--- src/hdl/spectral_growth_arm_release_detector_top_macros.svh ---
// Assertion macros used by the detector's back end.
`ifndef SPECTRAL_GROWTH_ARM_RELEASE_DETECTOR_TOP_MACROS_SVH
`define SPECTRAL_GROWTH_ARM_RELEASE_DETECTOR_TOP_MACROS_SVH

// Checked only while reset is released.
`define SGARD_ASSERT(lbl, prop) \
    lbl: assert property (@(posedge clk) disable iff (!rst_n) prop) \
        else $error("sgard: assertion failed");

// Checked at every edge, reset included.
`define SGARD_ASSERT_RST(lbl, prop) \
    lbl: assert property (@(posedge clk) prop) \
        else $error("sgard: reset assertion failed");

`endif

--- src/hdl/sgard_fifo.sv ---
// Small first-in first-out queue built from registers.
module sgard_fifo #(
    parameter int WIDTH = 18,
    parameter int DEPTH = 4,
    localparam int PTR_W = $clog2(DEPTH),
    localparam int CNT_W = $clog2(DEPTH + 1)
) (
    input  logic             clk,
    input  logic             rst_n,
    input  logic             wr_en,
    input  logic [WIDTH-1:0] wr_data,
    input  logic             rd_en,
    output logic [WIDTH-1:0] rd_data,
    output logic [CNT_W-1:0] count
);

    logic [WIDTH-1:0] mem_reg [DEPTH];
    logic [PTR_W-1:0] wr_ptr_reg, wr_ptr_next;
    logic [PTR_W-1:0] rd_ptr_reg, rd_ptr_next;
    logic [CNT_W-1:0] count_reg, count_next;

    always_comb
    begin
        wr_ptr_next = wr_en ? wr_ptr_reg + PTR_W'(1) : wr_ptr_reg;
        rd_ptr_next = rd_en ? rd_ptr_reg + PTR_W'(1) : rd_ptr_reg;
        count_next  = count_reg + CNT_W'(wr_en) - CNT_W'(rd_en);
    end

    always_ff @(posedge clk or negedge rst_n)
    begin
        if (!rst_n)
        begin
            wr_ptr_reg <= '0;
            rd_ptr_reg <= '0;
            count_reg  <= '0;
        end
        else
        begin
            wr_ptr_reg <= wr_ptr_next;
            rd_ptr_reg <= rd_ptr_next;
            count_reg  <= count_next;
        end
    end

    always_ff @(posedge clk)
    begin
        if (wr_en)
        begin
            mem_reg[wr_ptr_reg] <= wr_data;
        end
    end

    assign rd_data = mem_reg[rd_ptr_reg];
    assign count   = count_reg;

endmodule

--- config.mk ---
export PLATFORM = sky130hd
export DESIGN_NAME = sgard_fifo
export DESIGN_NICKNAME = d
export VERILOG_FILES = /design/src/hdl/spectral_growth_arm_release_detector_top_macros.svh /design/src/hdl/sgard_fifo.sv
export SDC_FILE = /design/constraint.sdc
export NUM_CORES = 1
export LEC_CHECK = 0
export ABC_AREA = 1
export ABC_CLOCK_PERIOD_IN_PS = 3300
export BUFFER_PORTS_ARGS = -buffer_cell sky130_fd_sc_hd__buf_2
export CORE_ASPECT_RATIO = 0.7
export CORE_UTILIZATION = 55
export CTS_BUF_LIST = sky130_fd_sc_hd__clkbuf_8 sky130_fd_sc_hd__clkbuf_16
export DETAILED_ROUTE_END_ITERATION = 16
export PLACE_DENSITY = 0.76
export SLEW_MARGIN = 20
export SYNTH_ARGS = -nofsm -noshare
export SYNTH_HDL_FRONTEND = slang
export SYNTH_SLANG_ARGS = --single-unit
--- constraint.sdc ---
create_clock -name clk -period 3.3 [get_ports clk]
set_input_delay 0.99 -clock clk [delete_from_list [all_inputs] [get_ports clk]]
set_output_delay 0.99 -clock clk [all_outputs]
set_load 0.03 [all_outputs]
==> results.cfg <==
[run_status]
outcome = completed

[setup_path]
ff2ff_setup_slack_ps = 1630
path_cells = inv_4 > nand3_1 > nand2_1 > buf_2
crit_fanout = 19
criticalPathCategory = flop to primary output
cp-end-kind = primary output
r2r_start = count[0]
critical_path_buf_inv_count = 2
crit_path_top_delay_cell = dfrtp_1
cp_data_required_time_ps = 2310
start_kind = flop
max_stage_delay_ps = 880
cp_data_arrival_time_ps = 1940
worstRegToRegCells = 9
worstReg2RegEnd = count[2]
crit_family = flip-flops

[floorplan]
pin_count = 43
core_sq_um = 5871
initial_utilization_pct = 58.53
die_w_um = 96.47
die_height_um = 68.13
placementRows = 23
dieArea_sq_um = 6572

[cts]
cts_resized = 0
h-tree-depth = 3
cts_setup_buffers = 0
cts_sinks = 79
cts_made_buffers = 9
cts_buffer_depth = 2
clk_latency_ps = 340
cts-root-buf = clkbuf_8
cts.clk_slew.worst_paths_ps = 70
cts_tree = yes
cts_hold_buf = 0

[cells_and_area]
syn_to_final_growth_pct = 11.87
final_cell_mix = 101 x nand2_1, 84 x inv_1, 72 x edfxtp_1, 42 x buf_2, 37 x nand3_1
multi_input_area_sq_um = 690.7
drive_gt1_share_pct = 16.27
largest_register_ffs = 72
final_common_cell = nand2_1
final_nets = 399
n_antenna_cell = 0
seq_area_sq_um = 2337
fillers = 440

[global_route]
antenna_found_initial = 0
grt_pass1_vias = 1912
grt-busiest-layer = met2
met2_usage_pct = 32.83
grt_util_all_layers_pct = 20.10
grt_max_degree = 37
use_met3_pct = 6.778
grt_first_pass_wirelength_um = 9142
grtUsageMet1_pct = 25.32
grt_overflow = 0

[min_path]
hold_class = input pin to async pin

[pwr]
power_mw = 3.441
power_density_nw_per_um2 = 895.1
ir_worst_vdd_v = 0.0005010
p_leak_nw = 1.869

[drt]
via_per_inst = 4.658
drc = 0
antenna_left = 0
drt-wirelength-per-cell_um = 12.77
vias = 2096
dr.pass1.iters = 4
drt_first_iter_violations = 99
wl_um = 5747

[timing]
setup-violations-final = 0
finalClockSkew_ps = 7.258
slew_violations = 0
relSlewSlack_pct = 44.83
setup_tns_ps = 0
min_period_ps = 2926
whs_ps = 467.6
hold_viol_final = 0
fmax_mhz = 341.8
worst_pin_slew_ps = 827.6
finalCritPeriodShare_pct = 88.66
rsz0062_at_grt = no

[placement]
dp_hpwl_um = 3598
place.gp.congestion = 0.7558
io_buffer_count = 42

[logic_synthesis]
yosys.area.top_type_share_pct = 62.93
ys_warn_count = 0
ys_top_cells_by_area = edfxtp_1 63%, nand2_1 11%, inv_1 9.2%
ys_seq_elements = 79
yosysTopAreaCell = edfxtp_1
synthDistinctLibCells = 15
syn-mean-instance-area_sq_um = 10.57
synthCells = 325
synth.cell_area_sq_um = 3436
synth_nets = 354
ys_seq_area_share_pct = 68.03

[run]
max-cap-violations = 0
[per-layer routing]
layer / wire length, um / up-vias
li1: - / 1091
met1: 2535 / 959
met2: 2894 / 44
met3: 295 / 2
met4: 21 / 0
met5: 0 / -
[worst reg2reg max path: stages (launching register included)]
cell and delay, ps:
dfrtp_1 340, inv_1 40, ha_1 260, inv_1 40
ha_1 190, fa_1 400, nand2_1 110, nand2_1 70
nand2_1 70, nand2_1 50
[kinds of logic after synthesis]
logic type | Yosys count | share of synthesized area, %
and+or+nand+nor | 138 | 16.42
buffers and inverters | 97 | 11.87
DFF | 79 | 68.03
adders and majority gates | 7 | 2.768
xor gates and xnor gates | 3 | 0.7649
AOI/OAI and AO/OA | 1 | 0.1455
[where the power goes]
part	internal [mW]	switching, mW	total [mW]
registers	1.32	0.129	1.45
clock network	0.264	0.317	0.581
logic	0.395	1.01	1.41
total	1.98	1.46	3.44
[synthesized netlist by cell type]
| cell type | instances |
|---|---|
| inv_1 | 84 |
| buf_2 | 3 |
| buf_6 | 3 |
| dfrtp_1 | 7 |
| clkbuf_1 | 1 |
| nand2_1 | 101 |
| xor2_1 | 3 |
| edfxtp_1 | 72 |
| o21ai_1 | 1 |
| ha_1 | 6 |
| inv_4 | 1 |
| inv_2 | 1 |
| nand3_1 | 37 |
| fa_1 | 1 |
| buf_4 | 4 |
[area by class of cell]
| cell class | count | area share, % |
|---|---|---|
| tap | 75 | 2.441 |
| sequential | 79 | 60.81 |
| timing repair buffer | 45 | 6.055 |
| multi-input combinational | 149 | 17.97 |
| inverter | 86 | 8.464 |
| clock buffer | 9 | 3.223 |
| clock inverter | 7 | 1.042 |
[metrics by stage]
stage	instance area [sq um]	setup slack (ps)	utilization (%)	std cells
2_1_floorplan	3436	1138	-	325
6_report	3844	374.1	65.47	450
3_5_place_dp	3680	725.7	62.68	434
3_3_place_gp	3680	813.6	62.68	434
5_1_grt	3844	234.5	65.47	450
4_1_cts	3844	341.3	65.47	450
[how the worst max path moves through the flow]
stage | startpoint | endpoint | cells after the start
after floorplan | rd_en | count[2] | 8
after global placement | rd_ptr_reg[1] | rd_data[2] | 4
after detailed placement | rd_ptr_reg[1] | rd_data[2] | 4
after CTS | rd_ptr_reg[1] | rd_data[2] | 4
after global routing | rd_ptr_reg[0] | rd_data[2] | 5
final | rd_ptr_reg[1] | rd_data[2] | 4
Note: power is estimated with default switching activity, not from simulation.
