File: src/hdl/spectral_growth_arm_release_detector_top_macros.svh
// Assertion macros used by the detector's back end.
`ifndef SPECTRAL_GROWTH_ARM_RELEASE_DETECTOR_TOP_MACROS_SVH
`define SPECTRAL_GROWTH_ARM_RELEASE_DETECTOR_TOP_MACROS_SVH

// Checked only while reset is released.
`define SGARD_ASSERT(lbl, prop) \
    lbl: assert property (@(posedge clk) disable iff (!rst_n) prop) \
        else $error("sgard: assertion failed");

// Checked at every edge, reset included.
`define SGARD_ASSERT_RST(lbl, prop) \
    lbl: assert property (@(posedge clk) prop) \
        else $error("sgard: reset assertion failed");

`endif

File: src/hdl/sgard_pkg.sv
// Types and constants shared by the spectral growth detector.
package sgard_pkg;

    typedef struct packed {
        logic [14:0]        prominence_threshold;
        logic signed [15:0] arm_growth_threshold;
        logic [14:0]        release_margin;
        logic signed [15:0] silence_floor;
        logic [3:0]         arm_hold_count;
        logic [3:0]         release_hold_count;
        logic [8:0]         smoothing_weight;
    } cfg_t;

    localparam logic [2:0] REG_PROMINENCE = 3'd0;
    localparam logic [2:0] REG_ARM_GROWTH = 3'd1;
    localparam logic [2:0] REG_RELEASE    = 3'd2;
    localparam logic [2:0] REG_FLOOR      = 3'd3;
    localparam logic [2:0] REG_ARM_HOLD   = 3'd4;
    localparam logic [2:0] REG_REL_HOLD   = 3'd5;
    localparam logic [2:0] REG_WEIGHT     = 3'd6;

    localparam logic [14:0]        RST_PROMINENCE = 15'd3200;
    localparam logic signed [15:0] RST_ARM_GROWTH = 16'sd102;
    localparam logic [14:0]        RST_RELEASE    = 15'd1280;
    localparam logic signed [15:0] RST_FLOOR      = -16'sd10240;
    localparam logic [3:0]         RST_ARM_HOLD   = 4'd2;
    localparam logic [3:0]         RST_REL_HOLD   = 4'd8;
    localparam logic [8:0]         RST_WEIGHT     = 9'd154;

    localparam logic signed [15:0] LEVEL_RESET = -16'sd25600;
    localparam logic [3:0]         COUNT_MAX   = 4'd15;
    localparam logic [8:0]         WEIGHT_ONE  = 9'd256;

    typedef struct packed {
        logic signed [15:0] level;
        logic               peak;
        logic               last;
    } job_t;

    typedef struct packed {
        logic signed [15:0] prev;
        logic signed [15:0] growth;
        logic [3:0]         qcount;
        logic               armed;
        logic signed [15:0] peak;
        logic [3:0]         below;
    } rec_t;

    typedef struct packed {
        logic [10:0]        bin_number;
        logic signed [15:0] growth_now;
        logic               bin_armed;
        logic               armed_event;
        logic               released_event;
        logic [10:0]        armed_bins;
        logic [31:0]        arm_total;
        logic [31:0]        release_total;
        logic               last_of_frame;
    } result_t;

endpackage

File: src/hdl/sgard_front.sv
// Front end: lookahead window, peak test and generation of per-bin jobs.
module sgard_front #(
    parameter int NUM_BINS = 1025,
    parameter int SHOULDER_OFFSET = 4,
    localparam int BIN_W = $clog2(NUM_BINS)
) (
    input  logic               clk,
    input  logic               rst_n,
    input  logic               push,
    input  logic signed [15:0] level_db,
    input  logic               frame_end,
    input  logic [14:0]        prominence_threshold,
    input  logic               hold,
    input  logic               job_room,
    output logic               full,
    output logic               job_push,
    output logic [BIN_W-1:0]   job_bin,
    output sgard_pkg::job_t    job_info
);

    localparam int OFS       = SHOULDER_OFFSET;
    localparam int WIN_LEN   = 4 * OFS + 1;
    localparam int BACK_W    = $clog2(2 * OFS) > 0 ? $clog2(2 * OFS) : 1;
    localparam int WIN_IDX_W = $clog2(WIN_LEN);

    logic signed [15:0] win_reg [WIN_LEN];
    logic signed [15:0] win_next [WIN_LEN];
    logic [BIN_W-1:0]   bin_cnt_reg, bin_cnt_next;
    logic               flush_reg, flush_next;
    logic [BIN_W-1:0]   flush_bin_reg, flush_bin_next;
    logic [BACK_W-1:0]  flush_back_reg, flush_back_next;

    logic                 accept;
    logic                 end_item;
    logic                 has_look;
    logic                 peak_ok;
    logic                 peak_test;
    logic signed [16:0]   l2;
    logic signed [16:0]   r2;
    logic signed [16:0]   sh;
    logic signed [18:0]   diff;
    logic signed [18:0]   thr2;
    logic [WIN_IDX_W-1:0] win_idx;

    assign full   = hold || flush_reg || !job_room;
    assign accept = push && !full;

    always_comb
    begin
        for (int i = 0; i < WIN_LEN - 1; i++)
        begin
            win_next[i] = win_reg[i + 1];
        end
        win_next[WIN_LEN-1] = level_db;
    end

    assign end_item = frame_end || (bin_cnt_reg == BIN_W'(NUM_BINS - 1));
    assign has_look = bin_cnt_reg >= BIN_W'(2 * OFS);
    assign peak_ok  = bin_cnt_reg >= BIN_W'(4 * OFS);

    always_comb
    begin
        l2   = 17'(win_next[OFS]) + 17'(win_next[0]);
        r2   = 17'(win_next[3*OFS]) + 17'(win_next[4*OFS]);
        sh   = (l2 > r2) ? l2 : r2;
        diff = 19'($signed({win_next[2*OFS], 1'b0})) - 19'(sh);
        thr2 = $signed({3'b000, prominence_threshold, 1'b0});
        peak_test = peak_ok
            && !(win_next[2*OFS] < win_next[2*OFS-1])
            && !(win_next[2*OFS] < win_next[2*OFS+1])
            && (diff >= thr2);
    end

    assign win_idx = WIN_IDX_W'(WIN_LEN - 1) - WIN_IDX_W'(flush_back_reg);

    always_comb
    begin
        job_push       = 1'b0;
        job_bin        = flush_bin_reg;
        job_info.level = win_reg[win_idx];
        job_info.peak  = 1'b0;
        job_info.last  = (flush_back_reg == '0);
        if (accept && has_look)
        begin
            job_push       = 1'b1;
            job_bin        = bin_cnt_reg - BIN_W'(2 * OFS);
            job_info.level = win_next[2*OFS];
            job_info.peak  = peak_test;
            job_info.last  = 1'b0;
        end
        else if (flush_reg && job_room)
        begin
            job_push = 1'b1;
        end
    end

    always_comb
    begin
        bin_cnt_next    = bin_cnt_reg;
        flush_next      = flush_reg;
        flush_bin_next  = flush_bin_reg;
        flush_back_next = flush_back_reg;
        if (accept)
        begin
            if (end_item)
            begin
                bin_cnt_next = '0;
                flush_next   = 1'b1;
                if (has_look)
                begin
                    flush_bin_next  = bin_cnt_reg - BIN_W'(2 * OFS - 1);
                    flush_back_next = BACK_W'(2 * OFS - 1);
                end
                else
                begin
                    flush_bin_next  = '0;
                    flush_back_next = BACK_W'(bin_cnt_reg);
                end
            end
            else
            begin
                bin_cnt_next = bin_cnt_reg + BIN_W'(1);
            end
        end
        else if (flush_reg && job_room)
        begin
            if (flush_back_reg == '0)
            begin
                flush_next = 1'b0;
            end
            else
            begin
                flush_back_next = flush_back_reg - BACK_W'(1);
                flush_bin_next  = flush_bin_reg + BIN_W'(1);
            end
        end
    end

    always_ff @(posedge clk or negedge rst_n)
    begin
        if (!rst_n)
        begin
            bin_cnt_reg    <= '0;
            flush_reg      <= 1'b0;
            flush_bin_reg  <= '0;
            flush_back_reg <= '0;
            for (int i = 0; i < WIN_LEN; i++)
            begin
                win_reg[i] <= '0;
            end
        end
        else
        begin
            bin_cnt_reg    <= bin_cnt_next;
            flush_reg      <= flush_next;
            flush_bin_reg  <= flush_bin_next;
            flush_back_reg <= flush_back_next;
            if (accept)
            begin
                for (int i = 0; i < WIN_LEN; i++)
                begin
                    win_reg[i] <= win_next[i];
                end
            end
        end
    end

endmodule

File: config.mk
export PLATFORM = sky130hd
export DESIGN_NAME = sgard_front
export DESIGN_NICKNAME = d
export VERILOG_FILES = /design/src/hdl/spectral_growth_arm_release_detector_top_macros.svh /design/src/hdl/sgard_pkg.sv /design/src/hdl/sgard_front.sv
export SDC_FILE = /design/constraint.sdc
export NUM_CORES = 1
export LEC_CHECK = 0
export BUFFER_PORTS_ARGS = -buffer_cell sky130_fd_sc_hd__buf_4
export CAP_MARGIN = 5
export CORE_ASPECT_RATIO = 1.25
export CORE_MARGIN = 2
export CORE_UTILIZATION = 60
export CTS_CLUSTER_SIZE = 8
export DETAILED_ROUTE_END_ITERATION = 7
export PLACE_DENSITY = 0.79
export SLEW_MARGIN = 5
export SYNTH_ARGS = -nofsm -noshare
export SYNTH_HDL_FRONTEND = slang
export SYNTH_SLANG_ARGS = --single-unit
File: constraint.sdc
create_clock -name clk -period 15.54 [get_ports clk]
set_input_delay 3.108 -clock clk [delete_from_list [all_inputs] [get_ports clk]]
set_output_delay 3.108 -clock clk [all_outputs]
set_load 0.05 [all_outputs]
==> PnR_summary.wiki <==
{| class="wikitable"
! Metric !! Value
|-
| Number of enable flip-flop cells after synthesis || 0
|-
| Post-Route WL || 48.9 mm
|-
| Vias in the first global route || 14.6k
|-
| Number of antenna violations at the first check in global routing || 0
|-
| Die height || 197 µm
|-
| Multiplexer share of the synthesized area || 10.4%
|-
| Die outline area || 31200 µm²
|-
| Startpoint of the most critical register-to-register path || bin_cnt_reg[3]
|-
| Slowest-stage cell, CP || nor4_1
|-
| Total negative slack || 0 ns
|-
| Worst Reg-to-Reg Cells || 7
|-
| Reg-to-reg endpoint || flush_back_reg[1]
|-
| Max incr delay on CP || 0.48 ns
|-
| Total congestion overflow after global routing || 0
|-
| Upper clock frequency limit || 70.3 MHz
|-
| Share of flip-flops with an asynchronous set or reset || 100%
|-
| Run status || complete, no violations
|-
| Count of instances resized after the clock tree is built || 0
|-
| Number of max-cap violations || 0
|-
| Max Fanout on Critical Path || 22
|-
| CTS tree || built
|-
| Number of hold-slack violations in the final timing report || 0
|-
| Slew @ Worst Pin || 1.16 ns
|-
| Wire length of the first global-routing pass || 78.4 mm
|-
| Worst Min Path Start || win_reg[269]
|-
| Number of vias after detailed routing || 14.7k
|-
| Prevailing post-synth register cell || dfrtp_1
|-
| Number of standard-cell rows in the floorplan || 70
|-
| Mapped Cells || 2002
|-
| Share of post-route cells with drive strength above 1 || 11.7%
|-
| Worst Hold Depth || 2
|-
| Max reg flops || 256
|-
| Synth Area in Simple Gates || 21.1%
|-
| Min Clock Period, post-route || 14.23 ns
|-
| Largest family of logic cells by synthesized area || simple AND/OR/NAND/NOR gates
|-
| Total number of H-tree levels || 2
|-
| Die extent in x || 158 µm
|-
| Number of pins exceeding their max-slew limit in the final report || 0
|-
| Yosys synthesis warning count || 0
|-
| Critical Path Sink Type || primary output
|-
| Crit Path Class || primary input to primary output
|-
| Register bit count reported by yosys || 298
|-
| Post-layout instance area || 19800 µm²
|-
| Vias per cell || 6.06
|-
| Port Buf Inserts || 67
|-
| Required time worst endpoint || 12.43 ns
|-
| DRC errors left || 0
|-
| Post-DP Area || 18700 µm²
|-
| Register-to-Register Setup Slack || 12.16 ns
|-
| Average wire per cell in the routed design || 20.2 µm
|-
| Source-to-sink clock delay at the later pin of the worst-skew pair || 0.54 ns
|-
| Root cell of the clock tree || clkbuf_16
|-
| Nature of the critical path startpoint || primary input
|-
| Placed wire-length estimate after detailed placement || 33.4 mm
|-
| Number of sinks handled by clock tree synthesis || 298
|-
| Overall Global Routing Usage || 32.6%
|-
| Post-Synthesis Cell Area || 17900 µm²
|-
| Adder-cell area share of the yosys netlist || 8.59%
|-
| CTS max path bufs || 3
|-
| Number of top-level pins || 68
|-
| # setup viols final || 0
|-
| Fillers || 2285
|-
| Sequential fraction of the synthesis area || 41.7%
|-
| Synth-to-Final Area Change || 10.7%
|-
| Average cell area after synthesis || 8.94 µm²
|-
| Starting density of the core || 61.0%
|-
| CP arrival || 11.12 ns
|-
| Initial drt markers || 1472
|-
| Worst-case hold path end point || win_reg[269]
|-
| Antenna diodes || 0
|-
| RSZ-0062 raised after global routing || false
|-
| Number of nets produced by synthesis || 2160
|-
| Net count, final || 2185
|-
| Count of nets left with antenna violations after detail routing || 0
|-
| # hold bufs at CTS || 0
|-
| Path type of the worst min-delay path || register to register
|-
| First-pass iteration count of the detailed router || 8
|-
| Number of clock buffers inserted by TritonCTS || 43
|-
| Post-CTS setup buffer count || 0
|-
| Synthesized-area fraction occupied by ao, oa, aoi and oai cells || 11.8%
|-
| XOR/XNOR share of the synthesized area || 2.69%
|-
| Area of the core || 29300 µm²
|-
| Final setup skew || 0.0166 ns
|-
| Weighted congestion at the end of routability-driven global placement || 1.02
|-
| Clock transition at path regs || 0.05 ns
|-
| Final critical-path share of the clock period || 91.6%
|-
| Pin count of the biggest net entering global routing || 118
|-
| Count of cell types in the netlist || 69
|-
| Worst slew margin relative to its limit || 23.0%
|}
Yosys cell counts (all sizes together) (19+ instances only):
cell type,n,share of area [%]
a21o,34,1.4
a21oi,66,2.0
a221oi,19,0.96
clkbuf,87,1.8
dfrtp,298,42
ha,118,8.3
inv,74,1.6
mux4,80,10
nand2,747,16
nor2,85,1.8
o21ai,127,3.6
xnor2,33,1.6
xor2,22,1.1
cell usage in the layout (no fill, tap or decap), types with 4 or more instances in the layout:
master,netlist,routed
nand2_1,747,747
dfrtp_1,298,297
o21ai_0,127,127
ha_1,118,117
nor2_1,85,84
buf_4,0,83
mux4_2,80,80
inv_1,74,74
a21oi_1,63,63
clkbuf_16,0,43
a21o_1,34,34
xnor2_1,33,33
xor2_1,22,22
a221oi_1,18,18
nand3_1,18,17
and3_1,16,15
o21a_1,13,13
nor2b_1,12,12
nand2b_1,12,12
nor3_1,10,9
a22o_1,9,9
a211oi_1,8,8
nand4_1,8,8
o21bai_1,6,6
o22ai_1,5,5
and2_1,4,4
a31oi_1,4,4
nor4_1,4,4
and4_1,4,4
metrics by stage:
step / worst slack [ns] / utilization (%) / cells / hold WS [ns]
floorplan: 2.53 / - / 2002 / 0.441
global placement: 1.65 / 63.7 / 2378 / 0.453
detailed placement: 1.38 / 63.7 / 2378 / 0.462
CTS: 1.38 / 67.5 / 2426 / 0.475
global route: 0.707 / 67.5 / 2426 / 0.491
finish: 1.31 / 67.5 / 2426 / 0.478
worst max-delay path, delay by kind of cell:
| family | cells | cell delay (ns) |
|---|---|---|
| AOI/OAI and AO/OA | 20 | 4.57 |
| adders and majority gates | 5 | 1.45 |
| and+or+nand+nor | 7 | 1.11 |
| buffers and inverters | 4 | 0.74 |
| xor gates and xnor gates | 1 | 0.13 |
per-layer routing:
layer	global-route usage [%]	routed length, µm
met4	14.3	2250
met3	4.30	3160
met2	53.4	23800
met1	43.7	19700
met5	0	0
area by class of cell:
cell class                      count  area [µm²]  area share [%]
Multi-Input combinational cell   1525        9800            49.5
Sequential cell                   298        7460            37.7
Clock buffer                       46        1090            5.49
Timing Repair Buffer               84         638            3.22
Tap cell                          396         495            2.50
Inverter                           75         282            1.42
Clock inverter                      2        38.8           0.196
how the worst max path moves through the flow:
stage / slack (ns) / end / depth (start not counted) / startpoint
6_report: 1.31 / job_info[1] / 37 / level_db[0]
5_1_grt: 0.71 / job_info[1] / 39 / level_db[0]
4_1_cts: 1.38 / job_info[1] / 37 / level_db[0]
3_5_place_dp: 1.38 / job_info[1] / 37 / level_db[0]
3_3_place_gp: 1.65 / job_info[1] / 37 / level_db[0]
2_1_floorplan: 2.53 / job_info[1] / 36 / level_db[1]
cell families after synthesis:
logic type	count (synthesis)
flip-flops	298
XOR/XNOR	55
adder cells (fa/ha/maj)	121
buffers and inverters	179
AND/OR/NAND/NOR	935
multiplexers	85
AO/OA/AOI/OAI	329
Power is not shown: default switching activity piles up to over one toggle a cycle in this logic, so the estimate is an artifact.
